<file path="config.mk">
export PLATFORM = sky130hd
export DESIGN_NAME = ultrasonic_range_blink_ctrl_flat
export DESIGN_NICKNAME = d
export VERILOG_FILES = /design/src/rtl/urb_pkg.sv /design/src/rtl/urb_if.sv /design/src/rtl/urb_div.sv /design/src/rtl/urb_seq.sv /design/src/rtl/ultrasonic_range_blink_ctrl.sv /design/src/flat_wrapper.sv
export SDC_FILE = /design/constraint.sdc
export NUM_CORES = 1
export LEC_CHECK = 0
export BUFFER_PORTS_ARGS = -buffer_cell sky130_fd_sc_hd__buf_2
export CAP_MARGIN = 10
export CORE_MARGIN = 10
export CORE_UTILIZATION = 50
export CTS_CLUSTER_SIZE = 20
export DETAILED_ROUTE_END_ITERATION = 12
export MAX_ROUTING_LAYER = met4
export PLACE_DENSITY = 0.66
export SYNTH_ARGS = -nofsm -noshare
export SYNTH_HDL_FRONTEND = slang
export SYNTH_HIERARCHICAL = 1
export SYNTH_SLANG_ARGS = --single-unit
</file>
<file path="constraint.sdc">
create_clock -name i_clk -period 9.2 [get_ports i_clk]
set_input_delay 0.92 -clock i_clk [delete_from_list [all_inputs] [get_ports i_clk]]
set_output_delay 0.92 -clock i_clk [all_outputs]
set_load 0.01 [all_outputs]
</file>
<file path="src/rtl/urb_pkg.sv">
// ----------------------------------------------------------------------------
// urb_pkg
// Shared types, widths and reset values for the ultrasonic ranger and blinker.
// ----------------------------------------------------------------------------
package urb_pkg;

    localparam int COUNT_BITS_DEF = 16;

    localparam int TRIG_W   = 10;
    localparam int MAXE_W   = 16;
    localparam int TPC_W    = 8;
    localparam int DIST_W   = 10;
    localparam int HALF_W   = 20;
    localparam int TIMER_W  = 20;
    localparam int CFG_W    = 20;
    localparam int CFG_IDX_W = 3;

    localparam logic [DIST_W-1:0] DIST_MAX = {DIST_W{1'b1}};

    localparam logic [TRIG_W-1:0] RST_TRIGGER_TICKS    = TRIG_W'(10);
    localparam logic [MAXE_W-1:0] RST_MAX_ECHO_TICKS   = MAXE_W'(38000);
    localparam logic [TPC_W-1:0]  RST_TICKS_PER_CM     = TPC_W'(59);
    localparam logic [DIST_W-1:0] RST_NEAR_LIMIT_CM    = DIST_W'(15);
    localparam logic [DIST_W-1:0] RST_FAR_LIMIT_CM     = DIST_W'(35);
    localparam logic [HALF_W-1:0] RST_NEAR_HALF_PERIOD = HALF_W'(100000);
    localparam logic [HALF_W-1:0] RST_MID_HALF_PERIOD  = HALF_W'(500000);
    localparam logic [HALF_W-1:0] RST_FAR_HALF_PERIOD  = HALF_W'(1000000);

    typedef enum logic [CFG_IDX_W-1:0] {
        CFG_TRIGGER_TICKS    = 3'd0,
        CFG_MAX_ECHO_TICKS   = 3'd1,
        CFG_TICKS_PER_CM     = 3'd2,
        CFG_NEAR_LIMIT_CM    = 3'd3,
        CFG_FAR_LIMIT_CM     = 3'd4,
        CFG_NEAR_HALF_PERIOD = 3'd5,
        CFG_MID_HALF_PERIOD  = 3'd6,
        CFG_FAR_HALF_PERIOD  = 3'd7
    } t_cfg_idx;

    typedef enum logic [2:0] {
        PH_TRIGGER = 3'd0,
        PH_RISE    = 3'd1,
        PH_FALL    = 3'd2,
        PH_LED_ON  = 3'd3,
        PH_LED_OFF = 3'd4
    } t_phase;

    typedef enum logic [1:0] {
        BAND_NONE = 2'd0,
        BAND_NEAR = 2'd1,
        BAND_MID  = 2'd2,
        BAND_FAR  = 2'd3
    } t_band;

    typedef enum logic [1:0] {
        S_IDLE = 2'd0,
        S_DIV  = 2'd1,
        S_OUT  = 2'd2
    } t_seq_state;

    typedef struct packed {
        logic [TRIG_W-1:0] trigger_ticks;
        logic [MAXE_W-1:0] max_echo_ticks;
        logic [TPC_W-1:0]  ticks_per_cm;
        logic [DIST_W-1:0] near_limit_cm;
        logic [DIST_W-1:0] far_limit_cm;
        logic [HALF_W-1:0] near_half_period;
        logic [HALF_W-1:0] mid_half_period;
        logic [HALF_W-1:0] far_half_period;
    } t_cfg;

endpackage

</file>
<file path="src/rtl/urb_if.sv">
// ----------------------------------------------------------------------------
// urb_if
// Valid/ready channels for echo samples and ranger results.
// ----------------------------------------------------------------------------
interface urb_in_if;
    logic valid;
    logic ready;
    logic echo_level;

    modport source (output valid, output echo_level, input ready);
    modport sink   (input valid, input echo_level, output ready);
endinterface

interface urb_out_if;
    logic                      valid;
    logic                      ready;
    logic                      trigger_out;
    logic                      led_out;
    logic [urb_pkg::DIST_W-1:0] distance_cm;
    logic                      distance_valid;
    logic                      stop_warning;

    modport source (output valid, output trigger_out, output led_out, output distance_cm,
                    output distance_valid, output stop_warning, input ready);
    modport sink   (input valid, input trigger_out, input led_out, input distance_cm,
                    input distance_valid, input stop_warning, output ready);
endinterface

</file>
<file path="src/rtl/urb_div.sv">
// ----------------------------------------------------------------------------
// urb_div
// Restoring divider, one quotient bit per cycle.
// ----------------------------------------------------------------------------
module urb_div #(
    parameter int COUNT_BITS = urb_pkg::COUNT_BITS_DEF
) (
    input  logic                       i_clk,
    input  logic                       i_rst_n,
    input  logic                       i_start,
    input  logic [COUNT_BITS-1:0]      i_dividend,
    input  logic [urb_pkg::TPC_W-1:0]  i_divisor,
    output logic                       o_done,
    output logic [COUNT_BITS-1:0]      o_quotient
);
    localparam int CNT_W = $clog2(COUNT_BITS + 1);
    localparam int DV_W  = urb_pkg::TPC_W;

    logic [DV_W:0]         r_rem,  n_rem;
    logic [COUNT_BITS-1:0] r_quo,  n_quo;
    logic [DV_W-1:0]       r_dvs,  n_dvs;
    logic [CNT_W-1:0]      r_cnt,  n_cnt;
    logic                  r_busy, n_busy;
    logic                  r_done, n_done;

    logic [DV_W:0]   shifted;
    logic [DV_W+1:0] diff;

    always_ff @(posedge i_clk) begin
        if (!i_rst_n) begin
            r_busy <= 1'b0;
            r_done <= 1'b0;
            r_cnt  <= '0;
        end else begin
            r_busy <= n_busy;
            r_done <= n_done;
            r_cnt  <= n_cnt;
        end
        r_rem <= n_rem;
        r_quo <= n_quo;
        r_dvs <= n_dvs;
    end

    always_comb begin
        shifted = {r_rem[DV_W-1:0], r_quo[COUNT_BITS-1]};
        diff    = {1'b0, shifted} - {2'b00, r_dvs};
        n_rem   = r_rem;
        n_quo   = r_quo;
        n_dvs   = r_dvs;
        n_cnt   = r_cnt;
        n_busy  = r_busy;
        n_done  = 1'b0;
        if (i_start) begin
            n_rem  = '0;
            n_quo  = i_dividend;
            n_dvs  = i_divisor;
            n_cnt  = CNT_W'(COUNT_BITS);
            n_busy = 1'b1;
        end else if (r_busy) begin
            if (!diff[DV_W+1]) begin
                n_rem = diff[DV_W:0];
            end else begin
                n_rem = shifted;
            end
            n_quo = {r_quo[COUNT_BITS-2:0], ~diff[DV_W+1]};
            n_cnt = r_cnt - 1'b1;
            if (r_cnt == CNT_W'(1)) begin
                n_busy = 1'b0;
                n_done = 1'b1;
            end
        end
    end

    assign o_done     = r_done;
    assign o_quotient = r_quo;

endmodule

</file>
<file path="src/rtl/urb_seq.sv">
// ----------------------------------------------------------------------------
// urb_seq
// Measurement and blink sequencer, one echo sample per request.
// ----------------------------------------------------------------------------
module urb_seq #(
    parameter int COUNT_BITS = urb_pkg::COUNT_BITS_DEF
) (
    input  logic                i_clk,
    input  logic                i_rst_n,
    input  urb_pkg::t_cfg       i_cfg,
    urb_in_if.sink              in_chan,
    urb_out_if.source           out_chan
);
    localparam int CMP_W = (COUNT_BITS > urb_pkg::MAXE_W) ? COUNT_BITS : urb_pkg::MAXE_W;
    localparam int TW    = urb_pkg::TIMER_W;
    localparam int DW    = urb_pkg::DIST_W;

    urb_pkg::t_seq_state    r_state, n_state;
    urb_pkg::t_phase        r_phase, n_phase;
    urb_pkg::t_band         r_band,  n_band;
    logic [COUNT_BITS-1:0]  r_count, n_count;
    logic [TW-1:0]          r_timer, n_timer;
    logic [DW-1:0]          r_dist,  n_dist;
    logic                   r_trig,  n_trig;
    logic                   r_led,   n_led;
    logic                   r_valid, n_valid;
    logic                   r_warn,  n_warn;

    logic                   div_start;
    logic                   div_done;
    logic [COUNT_BITS-1:0]  div_quo;
    logic [COUNT_BITS-1:0]  count_inc;
    logic [TW-1:0]          timer_inc;
    logic [TW-1:0]          half;
    logic [DW-1:0]          range_cm;
    urb_pkg::t_band         band_sel;

    urb_div #(
        .COUNT_BITS (COUNT_BITS)
    ) u_div (
        .i_clk      (i_clk),
        .i_rst_n    (i_rst_n),
        .i_start    (div_start),
        .i_dividend (count_inc),
        .i_divisor  (i_cfg.ticks_per_cm),
        .o_done     (div_done),
        .o_quotient (div_quo)
    );

    always_ff @(posedge i_clk) begin
        if (!i_rst_n) begin
            r_state <= urb_pkg::S_IDLE;
            r_phase <= urb_pkg::PH_TRIGGER;
            r_band  <= urb_pkg::BAND_NONE;
            r_count <= '0;
            r_timer <= '0;
            r_dist  <= '0;
        end else begin
            r_state <= n_state;
            r_phase <= n_phase;
            r_band  <= n_band;
            r_count <= n_count;
            r_timer <= n_timer;
            r_dist  <= n_dist;
        end
        r_trig  <= n_trig;
        r_led   <= n_led;
        r_valid <= n_valid;
        r_warn  <= n_warn;
    end

    always_comb begin
        count_inc = (r_count == {COUNT_BITS{1'b1}}) ? r_count : r_count + 1'b1;
        timer_inc = r_timer + 1'b1;

        case (r_band)
            urb_pkg::BAND_NEAR: half = i_cfg.near_half_period;
            urb_pkg::BAND_MID:  half = i_cfg.mid_half_period;
            default:            half = i_cfg.far_half_period;
        endcase

        // distance from the finished count
        if (CMP_W'(r_count) >= CMP_W'(i_cfg.max_echo_ticks)) begin
            range_cm = '0;
        end else if (div_quo[COUNT_BITS-1:DW] != '0) begin
            range_cm = urb_pkg::DIST_MAX;
        end else begin
            range_cm = div_quo[DW-1:0];
        end

        if (range_cm < i_cfg.near_limit_cm) begin
            band_sel = urb_pkg::BAND_NEAR;
        end else if (range_cm > i_cfg.near_limit_cm && range_cm < i_cfg.far_limit_cm) begin
            band_sel = urb_pkg::BAND_MID;
        end else if (range_cm > i_cfg.far_limit_cm) begin
            band_sel = urb_pkg::BAND_FAR;
        end else begin
            band_sel = urb_pkg::BAND_NONE;
        end
    end

    always_comb begin
        n_state   = r_state;
        n_phase   = r_phase;
        n_band    = r_band;
        n_count   = r_count;
        n_timer   = r_timer;
        n_dist    = r_dist;
        n_trig    = r_trig;
        n_led     = r_led;
        n_valid   = r_valid;
        n_warn    = r_warn;
        div_start = 1'b0;

        case (r_state)
            urb_pkg::S_IDLE: begin
                if (in_chan.valid) begin
                    n_trig  = 1'b0;
                    n_led   = 1'b0;
                    n_valid = 1'b0;
                    n_warn  = 1'b0;
                    n_state = urb_pkg::S_OUT;
                    case (r_phase)
                        urb_pkg::PH_TRIGGER: begin
                            n_trig  = 1'b1;
                            n_count = count_inc;
                            n_timer = timer_inc;
                            if (timer_inc >= TW'(i_cfg.trigger_ticks)) begin
                                n_phase = urb_pkg::PH_RISE;
                                n_timer = '0;
                            end
                        end
                        urb_pkg::PH_RISE: begin
                            n_count = count_inc;
                            if (in_chan.echo_level) begin
                                n_phase = urb_pkg::PH_FALL;
                            end
                        end
                        urb_pkg::PH_FALL: begin
                            n_count = count_inc;
                            if (!in_chan.echo_level) begin
                                div_start = 1'b1;
                                n_state   = urb_pkg::S_DIV;
                            end
                        end
                        urb_pkg::PH_LED_ON: begin
                            n_led   = 1'b1;
                            n_warn  = (r_band == urb_pkg::BAND_NEAR);
                            n_timer = timer_inc;
                            if (timer_inc >= half) begin
                                n_phase = urb_pkg::PH_LED_OFF;
                                n_timer = '0;
                            end
                        end
                        urb_pkg::PH_LED_OFF: begin
                            n_warn  = (r_band == urb_pkg::BAND_NEAR);
                            n_timer = timer_inc;
                            if (timer_inc >= half) begin
                                n_phase = urb_pkg::PH_TRIGGER;
                                n_count = '0;
                                n_timer = '0;
                            end
                        end
                        default: begin
                            n_phase = urb_pkg::PH_TRIGGER;
                            n_count = '0;
                            n_timer = '0;
                        end
                    endcase
                end
            end
            urb_pkg::S_DIV: begin
                if (div_done) begin
                    n_dist  = range_cm;
                    n_valid = 1'b1;
                    n_band  = band_sel;
                    n_state = urb_pkg::S_OUT;
                    if (band_sel == urb_pkg::BAND_NONE) begin
                        n_phase = urb_pkg::PH_TRIGGER;
                        n_count = '0;
                        n_timer = '0;
                    end else begin
                        n_phase = urb_pkg::PH_LED_ON;
                        n_timer = '0;
                    end
                end
            end
            urb_pkg::S_OUT: begin
                if (out_chan.ready) begin
                    n_state = urb_pkg::S_IDLE;
                end
            end
            default: begin
                n_state = urb_pkg::S_IDLE;
            end
        endcase
    end

    assign in_chan.ready           = (r_state == urb_pkg::S_IDLE);
    assign out_chan.valid          = (r_state == urb_pkg::S_OUT);
    assign out_chan.trigger_out    = r_trig;
    assign out_chan.led_out        = r_led;
    assign out_chan.distance_cm    = r_dist;
    assign out_chan.distance_valid = r_valid;
    assign out_chan.stop_warning   = r_warn;

endmodule

</file>
<file path="src/rtl/ultrasonic_range_blink_ctrl.sv">
// The result of a request can be taken in the cycle after it; after the echo-fall
// sample the result passes through the divider (S_DIV) before S_OUT presents it.
// A new request is taken only in S_IDLE, after the last result has been taken; the
// echo-fall sample holds the input while the divider makes one quotient bit per cycle.
// reset: synchronous active-low, restarts in trigger phase with default settings
// ----------------------------------------------------------------------------
// ultrasonic_range_blink_ctrl
// Ultrasonic echo ranger with distance-band LED blink control.
// ----------------------------------------------------------------------------
module ultrasonic_range_blink_ctrl #(
    parameter int COUNT_BITS = urb_pkg::COUNT_BITS_DEF
) (
    input  logic                          i_clk,
    input  logic                          i_rst_n,
    urb_in_if.sink                        in_chan,
    urb_out_if.source                     out_chan,
    input  logic                          i_cfg_wr_en,
    input  logic [urb_pkg::CFG_IDX_W-1:0] i_cfg_index,
    input  logic [urb_pkg::CFG_W-1:0]     i_cfg_wdata
);
    urb_pkg::t_cfg r_cfg, n_cfg;

    always_ff @(posedge i_clk) begin
        if (!i_rst_n) begin
            r_cfg.trigger_ticks    <= urb_pkg::RST_TRIGGER_TICKS;
            r_cfg.max_echo_ticks   <= urb_pkg::RST_MAX_ECHO_TICKS;
            r_cfg.ticks_per_cm     <= urb_pkg::RST_TICKS_PER_CM;
            r_cfg.near_limit_cm    <= urb_pkg::RST_NEAR_LIMIT_CM;
            r_cfg.far_limit_cm     <= urb_pkg::RST_FAR_LIMIT_CM;
            r_cfg.near_half_period <= urb_pkg::RST_NEAR_HALF_PERIOD;
            r_cfg.mid_half_period  <= urb_pkg::RST_MID_HALF_PERIOD;
            r_cfg.far_half_period  <= urb_pkg::RST_FAR_HALF_PERIOD;
        end else begin
            r_cfg <= n_cfg;
        end
    end

    always_comb begin
        n_cfg = r_cfg;
        if (i_cfg_wr_en) begin
            case (urb_pkg::t_cfg_idx'(i_cfg_index))
                urb_pkg::CFG_TRIGGER_TICKS:
                    n_cfg.trigger_ticks = i_cfg_wdata[urb_pkg::TRIG_W-1:0];
                urb_pkg::CFG_MAX_ECHO_TICKS:
                    n_cfg.max_echo_ticks = i_cfg_wdata[urb_pkg::MAXE_W-1:0];
                urb_pkg::CFG_TICKS_PER_CM:
                    n_cfg.ticks_per_cm = i_cfg_wdata[urb_pkg::TPC_W-1:0];
                urb_pkg::CFG_NEAR_LIMIT_CM:
                    n_cfg.near_limit_cm = i_cfg_wdata[urb_pkg::DIST_W-1:0];
                urb_pkg::CFG_FAR_LIMIT_CM:
                    n_cfg.far_limit_cm = i_cfg_wdata[urb_pkg::DIST_W-1:0];
                urb_pkg::CFG_NEAR_HALF_PERIOD:
                    n_cfg.near_half_period = i_cfg_wdata[urb_pkg::HALF_W-1:0];
                urb_pkg::CFG_MID_HALF_PERIOD:
                    n_cfg.mid_half_period = i_cfg_wdata[urb_pkg::HALF_W-1:0];
                urb_pkg::CFG_FAR_HALF_PERIOD:
                    n_cfg.far_half_period = i_cfg_wdata[urb_pkg::HALF_W-1:0];
                default: begin
                    n_cfg = r_cfg;
                end
            endcase
        end
    end

    urb_seq #(
        .COUNT_BITS (COUNT_BITS)
    ) u_seq (
        .i_clk    (i_clk),
        .i_rst_n  (i_rst_n),
        .i_cfg    (r_cfg),
        .in_chan  (in_chan),
        .out_chan (out_chan)
    );

endmodule
</file>
<file path="src/flat_wrapper.sv">
// flat-port wrapper written by rule: the top's interface ports become plain ports
module ultrasonic_range_blink_ctrl_flat 
#(
    parameter int COUNT_BITS = urb_pkg::COUNT_BITS_DEF
)
  (i_clk, i_rst_n, i_cfg_wr_en, i_cfg_index, i_cfg_wdata, in_chan_valid, in_chan_echo_level, in_chan_ready, out_chan_valid, out_chan_trigger_out, out_chan_led_out, out_chan_distance_cm, out_chan_distance_valid, out_chan_stop_warning, out_chan_ready);
  urb_in_if in_chan_i ();
  urb_out_if out_chan_i ();
  input  logic i_clk;
  input  logic i_rst_n;
  input  logic i_cfg_wr_en;
  input  logic [urb_pkg::CFG_IDX_W-1:0] i_cfg_index;
  input  logic [urb_pkg::CFG_W-1:0] i_cfg_wdata;
  input wire logic [$bits(in_chan_i.valid)-1:0] in_chan_valid;
  input wire logic [$bits(in_chan_i.echo_level)-1:0] in_chan_echo_level;
  output wire logic [$bits(in_chan_i.ready)-1:0] in_chan_ready;
  output wire logic [$bits(out_chan_i.valid)-1:0] out_chan_valid;
  output wire logic [$bits(out_chan_i.trigger_out)-1:0] out_chan_trigger_out;
  output wire logic [$bits(out_chan_i.led_out)-1:0] out_chan_led_out;
  output wire logic [$bits(out_chan_i.distance_cm)-1:0] out_chan_distance_cm;
  output wire logic [$bits(out_chan_i.distance_valid)-1:0] out_chan_distance_valid;
  output wire logic [$bits(out_chan_i.stop_warning)-1:0] out_chan_stop_warning;
  input wire logic [$bits(out_chan_i.ready)-1:0] out_chan_ready;
  assign in_chan_i.valid = in_chan_valid;
  assign in_chan_i.echo_level = in_chan_echo_level;
  assign in_chan_ready = in_chan_i.ready;
  assign out_chan_valid = out_chan_i.valid;
  assign out_chan_trigger_out = out_chan_i.trigger_out;
  assign out_chan_led_out = out_chan_i.led_out;
  assign out_chan_distance_cm = out_chan_i.distance_cm;
  assign out_chan_distance_valid = out_chan_i.distance_valid;
  assign out_chan_stop_warning = out_chan_i.stop_warning;
  assign out_chan_i.ready = out_chan_ready;
  ultrasonic_range_blink_ctrl #(.COUNT_BITS(COUNT_BITS)) u_core (.i_clk(i_clk), .i_rst_n(i_rst_n), .in_chan(in_chan_i), .out_chan(out_chan_i), .i_cfg_wr_en(i_cfg_wr_en), .i_cfg_index(i_cfg_index), .i_cfg_wdata(i_cfg_wdata));
endmodule
</file>
==> results.cfg, run 1 <==
[synthesis]
seq_area_frac_synth_pct = 38.6
synth.distinct_cells = 79
synth_area_um2 = 11600
synthFlopType = dfxtp_1
synth_area_per_cell_um2 = 9.02
syn_inst = 1289
syn_nets = 1399
yosysWarnings = 6
synth_area_leaders = dfxtp_1 31%, mux2i_1 10%, ha_1 8.6%, edfxtp_1 7.2%, nand2_1 5.3%
synth_top_cell_area_share_pct = 31.3
synth_area_leader_cell = dfxtp_1
async_reset_ff_share_pct = 0
synth-seq-cells = 210
synth_enable_flop_cells = 28

[clock_tree]
cts_made_buffers = 24
path_clk_slew_ps = 60
hold_buffers = 0
cts_sinks = 210
cts_resized = 0
postCtsSetupBuffers = 0
clk_latency_ps = 520
root_buffer = clkbuf_16
clockBufferDepth = 3
cts_max_level = 1
cts_tree = done

[detailed_routing]
final_antenna_net_count = 0
met1_length_mm = 14.1
drc_errors = 0
wl_met2_mm = 12.4
vias_per_cell = 5.49
first_pass_iters = 5
routed.top_layer = met4
met3WireLength_mm = 1.31
postRouteWirelength_mm = 28.4
vias = 8963
wire_per_inst_um = 17.4
initialDrtViolationCount = 588

[worst_setup_path]
critPathMostFrequentCell = a21o_1
worstPathCellList = inv_1 -> ha_1 -> nand2b_1 -> a21o_1 -> a21o_1 -> a21o_1 -> a21o_1 -> a21oi_1 -> o221ai_1 -> nor2_1 -> ha_1 -> a21oi_1 -> a21boi_0 -> o31a_1 -> o32a_1 -> o22ai_1 -> o221ai_1 -> buf_4 -> or2_1 -> nor3b_1 -> a21o_1
cp.arrival_ps = 5690
crit_fanout = 14
critical-path-top-delay-family = compound AO/OA/AOI/OAI gates
r2r_slack_ps = 3980
critPathMaxStageDelay_ps = 430
cp.required_ps = 9670
worst_path_max_delay_cell = o221ai_1
r2r_start = u_core/u_seq/r_count[0]
path_buf_inv = 2
rr_endpoint = u_core/u_seq/r_count[9]
cp-start-kind = flop
worstRegToRegCells = 21
end_kind = flop
crit_type = reg2reg

[floorplan]
die_h_um = 172
core_um2 = 22800
initial_utilization_pct = 51.0
die-area_um2 = 29700
die_w_um = 172
rows = 55
ioPinCount = 45

[sta]
slew_viol_final = 0
final_hold_viol_count = 0
setup_violations = 0
fin_skew_ps = 20.1
setup_tns_ps = 0
post-route-period-util_pct = 56.7
max_freq_mhz = 192
worst_pin_slew_ps = 1100
hold_slack_ps = 436
relSlewSlack_pct = 26.7
finalCriticalPeriod_ps = 5220
grt_setup_unrepaired = no

[power_and_ir_drop]
power_mw = 2.18
p_leak_nw = 5.58
p_per_area_nw_per_um2 = 170
peakVddDrop_mv = 0.135

[layout]
final_common_cell = dfxtp_1
nets = 1411
n_antenna_cell = 0
drive_gt1_share_pct = 10.5
final_cell_mix = 182 x dfxtp_1, 164 x nand2_1, 121 x mux2i_1
synthToLayoutAreaGrowth_pct = 10.6
fill_cells = 2083

[placed_design]
place_hpwl_mm = 20.6
gp_congestion = 0.886
port_buffers = 44

[worst_hold_path]
hold_start = u_core/r_cfg[83]
hp-class = reg2reg
min_to = u_core/u_seq/u_div/r_dvs[3]
holdPathStages = 0

[global_routing]
grt-ovfl-total = 0
grt_max_degree = 89
grt_pass1_vias = 8616
antenna_found_initial = 0
grt_first_pass_wirelength_mm = 45.7
groute.usage.overall_pct = 19.7

[outcome]
status = complete, no violations

[run]
max-cap-violations = 0
## worst reg2reg max path, stage by stage, from the launching register on
cell	delay (ps)
dfxtp_1	380
inv_1	100
ha_1	260
nand2b_1	140
a21o_1	170
a21o_1	160
a21o_1	170
a21o_1	170
a21oi_1	130
o221ai_1	430
nor2_1	310
ha_1	290
a21oi_1	150
a21boi_0	130
o31a_1	310
o32a_1	380
o22ai_1	260
o221ai_1	220
buf_4	230
or2_1	400
nor3b_1	270
a21o_1	100
## Yosys cell counts, types with 11 or more instances
master,instances
xnor2_1,29
xor2_1,18
nor3_1,16
a22oi_1,21
mux2_2,16
ha_1,80
nand2_1,164
nand4_1,11
nor2b_1,69
a21o_1,21
dfxtp_1,182
buf_2,17
mux2i_1,121
o21ai_0,39
inv_1,76
nand3_1,26
a21oi_1,57
edfxtp_1,28
clkbuf_1,45
nor2_1,92
## per-layer routing
layer,vias up,global-route usage [%]
li1,4516,-
met1,4230,27.6
met3,39,2.62
met2,178,29.5
met5,-,-
met4,0,4.72
## flip-flops by register name (all words and copies together) (netlist names), 2 cells and up
name                               cells
u_core/u_seq/out_chan.distance_cm     10
u_core/r_cfg                         114
u_core/u_seq/r_timer                  20
u_core/u_seq/r_band                    2
u_core/u_seq/r_state                   2
u_core/u_seq/u_div/r_cnt               5
u_core/u_seq/u_div/o_quotient         16
u_core/u_seq/r_phase                   3
u_core/u_seq/u_div/r_rem               8
u_core/u_seq/u_div/r_dvs               8
u_core/u_seq/r_count                  16
## worst max-delay path by stage
stage / slack, ps / start / cells past startpoint / endpoint
2_1_floorplan: 4820 / u_core/u_seq/r_count[0] / 22 / u_core/u_seq/r_count[9]
3_3_place_gp: 4170 / u_core/u_seq/r_count[0] / 21 / u_core/u_seq/r_count[9]
3_5_place_dp: 4090 / u_core/u_seq/r_count[0] / 21 / u_core/u_seq/r_count[9]
4_1_cts: 4040 / u_core/u_seq/r_count[0] / 21 / u_core/u_seq/r_count[9]
5_1_grt: 3710 / u_core/u_seq/r_count[0] / 21 / u_core/u_seq/r_count[6]
6_report: 3980 / u_core/u_seq/r_count[0] / 21 / u_core/u_seq/r_count[9]
## kinds of logic after synthesis
| family | share of synthesized area [%] |
|---|---|
| AND/OR/NAND/NOR | 20.5 |
| XOR/XNOR | 3.54 |
| flip-flops | 38.6 |
| multiplexers | 12.0 |
| buffers and inverters | 5.19 |
| AO/OA/AOI/OAI | 11.5 |
| adder cells (fa/ha/maj) | 8.78 |
## layout make-up
cell class / instances / area, um^2 / share of cell area, %
Clock buffer: 36 / 727 / 5.65
Clock inverter: 8 / 104 / 0.808
Inverter: 77 / 289 / 2.25
Multi-Input combinational cell: 932 / 6550 / 50.9
Sequential cell: 210 / 4480 / 34.9
Tap cell: 313 / 392 / 3.05
Timing Repair Buffer: 56 / 313 / 2.43
## report_power, final
part	internal [mW]	switching (mW)	total (mW)
logic	0.0868	0.138	0.225
registers	0.953	0.0173	0.970
clock network	0.602	0.384	0.986
total	1.64	0.540	2.18
## through the flow
step,cell area (um^2),setup WS [ps],std cells,util [%]
3_5_place_dp,12000,4090,1588,52.8
3_3_place_gp,12000,4170,1588,52.8
6_report,12900,3980,1632,56.4
5_1_grt,12900,3710,1632,56.4
4_1_cts,12900,4040,1632,56.4
2_1_floorplan,11600,4820,1289,-
No activity file was read; power rests on OpenSTA's default activity.
==> run 2, diff against run 1 <==
Clock period 9.2 ns to 5.4 ns, I/O delays scaled along.
==> results.cfg, run 2 (same netlist as run 1, synthesis figures left out) <==
[sta]
post-route-period-util_pct = 90.3
grt_setup_unrepaired = no
max_freq_mhz = 205
relSlewSlack_pct = 25.0
setup_violations = 0
worst_pin_slew_ps = 1120
final_hold_viol_count = 0
finalCriticalPeriod_ps = 4870
slew_viol_final = 0
fin_skew_ps = 21.6
setup_tns_ps = 0

[clock_tree]
path_clk_slew_ps = 60
root_buffer = clkbuf_16
clockBufferDepth = 3
cts_max_level = 1
cts_made_buffers = 25
cts_sinks = 210
hold_buffers = 0
cts_resized = 0
clk_latency_ps = 540
cts_tree = done
postCtsSetupBuffers = 0

[global_routing]
groute.usage.overall_pct = 19.6
grt_pass1_vias = 8477
grt-ovfl-total = 0
antenna_found_initial = 0
grt_first_pass_wirelength_mm = 45.5
grt_max_degree = 89

[power_and_ir_drop]
p_per_area_nw_per_um2 = 301
p_leak_nw = 5.64
peakVddDrop_mv = 0.252

[detailed_routing]
first_pass_iters = 5
wire_per_inst_um = 17.3
vias = 9025
postRouteWirelength_mm = 28.3
vias_per_cell = 5.51
final_antenna_net_count = 0
initialDrtViolationCount = 483
drc_errors = 0

[layout]
largest_reg_flops = 114
drive_gt1_share_pct = 11.1
final_cell_mix = 182 x dfxtp_1, 164 x nand2_1, 121 x mux2i_1
nets = 1415
synthToLayoutAreaGrowth_pct = 11.8
final_util_pct = 57.0
n_antenna_cell = 0
final_common_cell = dfxtp_1
regMostFlops = u_core/r_cfg
reg_top3 = u_core/r_cfg: 114 flops, u_core/u_seq/r_timer: 20 flops

[worst_hold_path]
min_to = u_core/r_cfg[15]
hold_start = i_cfg_wdata[15]
holdPathStages = 3
hp-class = in2reg

[worst_setup_path]
worstPathCellList = inv_1 -> ha_1 -> nand2b_1 -> a21o_1 -> a21o_1 -> a21o_1 -> a21o_1 -> a21oi_1 -> o221ai_2 -> nor2_1 -> ha_1 -> and4_1 -> o21a_1 -> o31a_1 -> o32a_1 -> o22ai_1 -> o221ai_1 -> or2_1 -> o21ai_0 -> a21o_1
crit_type = reg2reg
cp.arrival_ps = 5360
critical-path-top-delay-family = compound AO/OA/AOI/OAI gates
worst_path_max_delay_cell = or2_1
crit_fanout = 13
critPathMostFrequentCell = a21o_1
r2r_slack_ps = 530
path_buf_inv = 1
cp-start-kind = flop
critPathMaxStageDelay_ps = 490
rr_endpoint = u_core/u_seq/r_count[6]
r2r_start = u_core/u_seq/r_count[0]
end_kind = flop
worstRegToRegCells = 20
cp.required_ps = 5890

[floorplan]
rows = 55
core_um2 = 22800
ioPinCount = 45
die_w_um = 172
die_h_um = 172
initial_utilization_pct = 51.0
die-area_um2 = 29700

[run]
max-cap-violations = 0

[outcome]
status = complete, no violations

[placed_design]
place_hpwl_mm = 20.9
port_buffers = 44
gp_congestion = 0.869
-- run 2: cell types whose count changed in the layout (fill, tap and decap cells not counted) --
cell,change
clkbuf_8,-4
clkbuf_16,+2
inv_8,+1
clkinv_8,-1
bufinv_16,+3
o221ai_2,+1
inv_16,+1
o221ai_1,-1
clkinvlp_4,+2
buf_4,+3
clkbuf_1,-2
-- run 2: area by class of cell --
type                            count  area (um^2)
Clock buffer                       32          714
Clock inverter                     14          224
Fill cell                        2060         9780
Inverter                           77          289
Multi-Input combinational cell    932         6560
Sequential cell                   210         4480
Tap cell                          313          392
Timing Repair Buffer               59          335
-- run 2: how the worst max path moves through the flow --
stage | startpoint | endpoint | slack (ps) | depth (start not counted)
2_1_floorplan | u_core/u_seq/r_count[0] | u_core/u_seq/r_count[9] | 1020 | 22
3_3_place_gp | u_core/u_seq/r_count[0] | u_core/u_seq/r_count[9] | 560 | 20
3_5_place_dp | u_core/u_seq/r_count[0] | u_core/u_seq/r_count[6] | 420 | 20
4_1_cts | u_core/u_seq/r_count[0] | u_core/u_seq/r_count[6] | 370 | 20
5_1_grt | u_core/u_seq/r_count[0] | u_core/u_seq/r_count[6] | 60 | 20
6_report | u_core/u_seq/r_count[0] | u_core/u_seq/r_count[6] | 530 | 20
-- run 2: metrics by stage --
| step | instance area (um^2) | hold slack, ps | setup WS (ps) | std cells | power [mW] |
|---|---|---|---|---|---|
| 5_1_grt | 13000 | 256 | 56.7 | 1637 | 4.07 |
| 4_1_cts | 13000 | 243 | 373 | 1637 | 3.95 |
| 3_3_place_gp | 12000 | 417 | 559 | 1591 | 2.06 |
| 2_1_floorplan | 11600 | 408 | 1020 | 1289 | 1.97 |
| 6_report | 13000 | 261 | 525 | 1637 | 3.92 |
| 3_5_place_dp | 12000 | 417 | 419 | 1591 | 2.07 |
-- run 2: per-layer routing --
metal / global-route usage [%] / up-vias / wire [um]
met1: 27.9 / 4269 / 14100
met3: 3.08 / 27 / 1420
li1: - / 4531 / -
met4: 3.82 / 0 / 455
met2: 28.8 / 198 / 12300
met5: - / - / 0
-- run 2: worst reg2reg max path: cells and delay by family, from the launching register on --
| kind | cells | cell delay [ps] |
|---|---|---|
| simple gates | 4 | 1080 |
| compound gates | 13 | 2730 |
| flops | 1 | 380 |
| buf+inv | 1 | 100 |
| fa+ha+maj | 2 | 540 |
-- run 2: power by group --
group	switching (mW)	internal (mW)
clock	0.697	1.18
sequential	0.0297	1.62
combinational	0.235	0.147
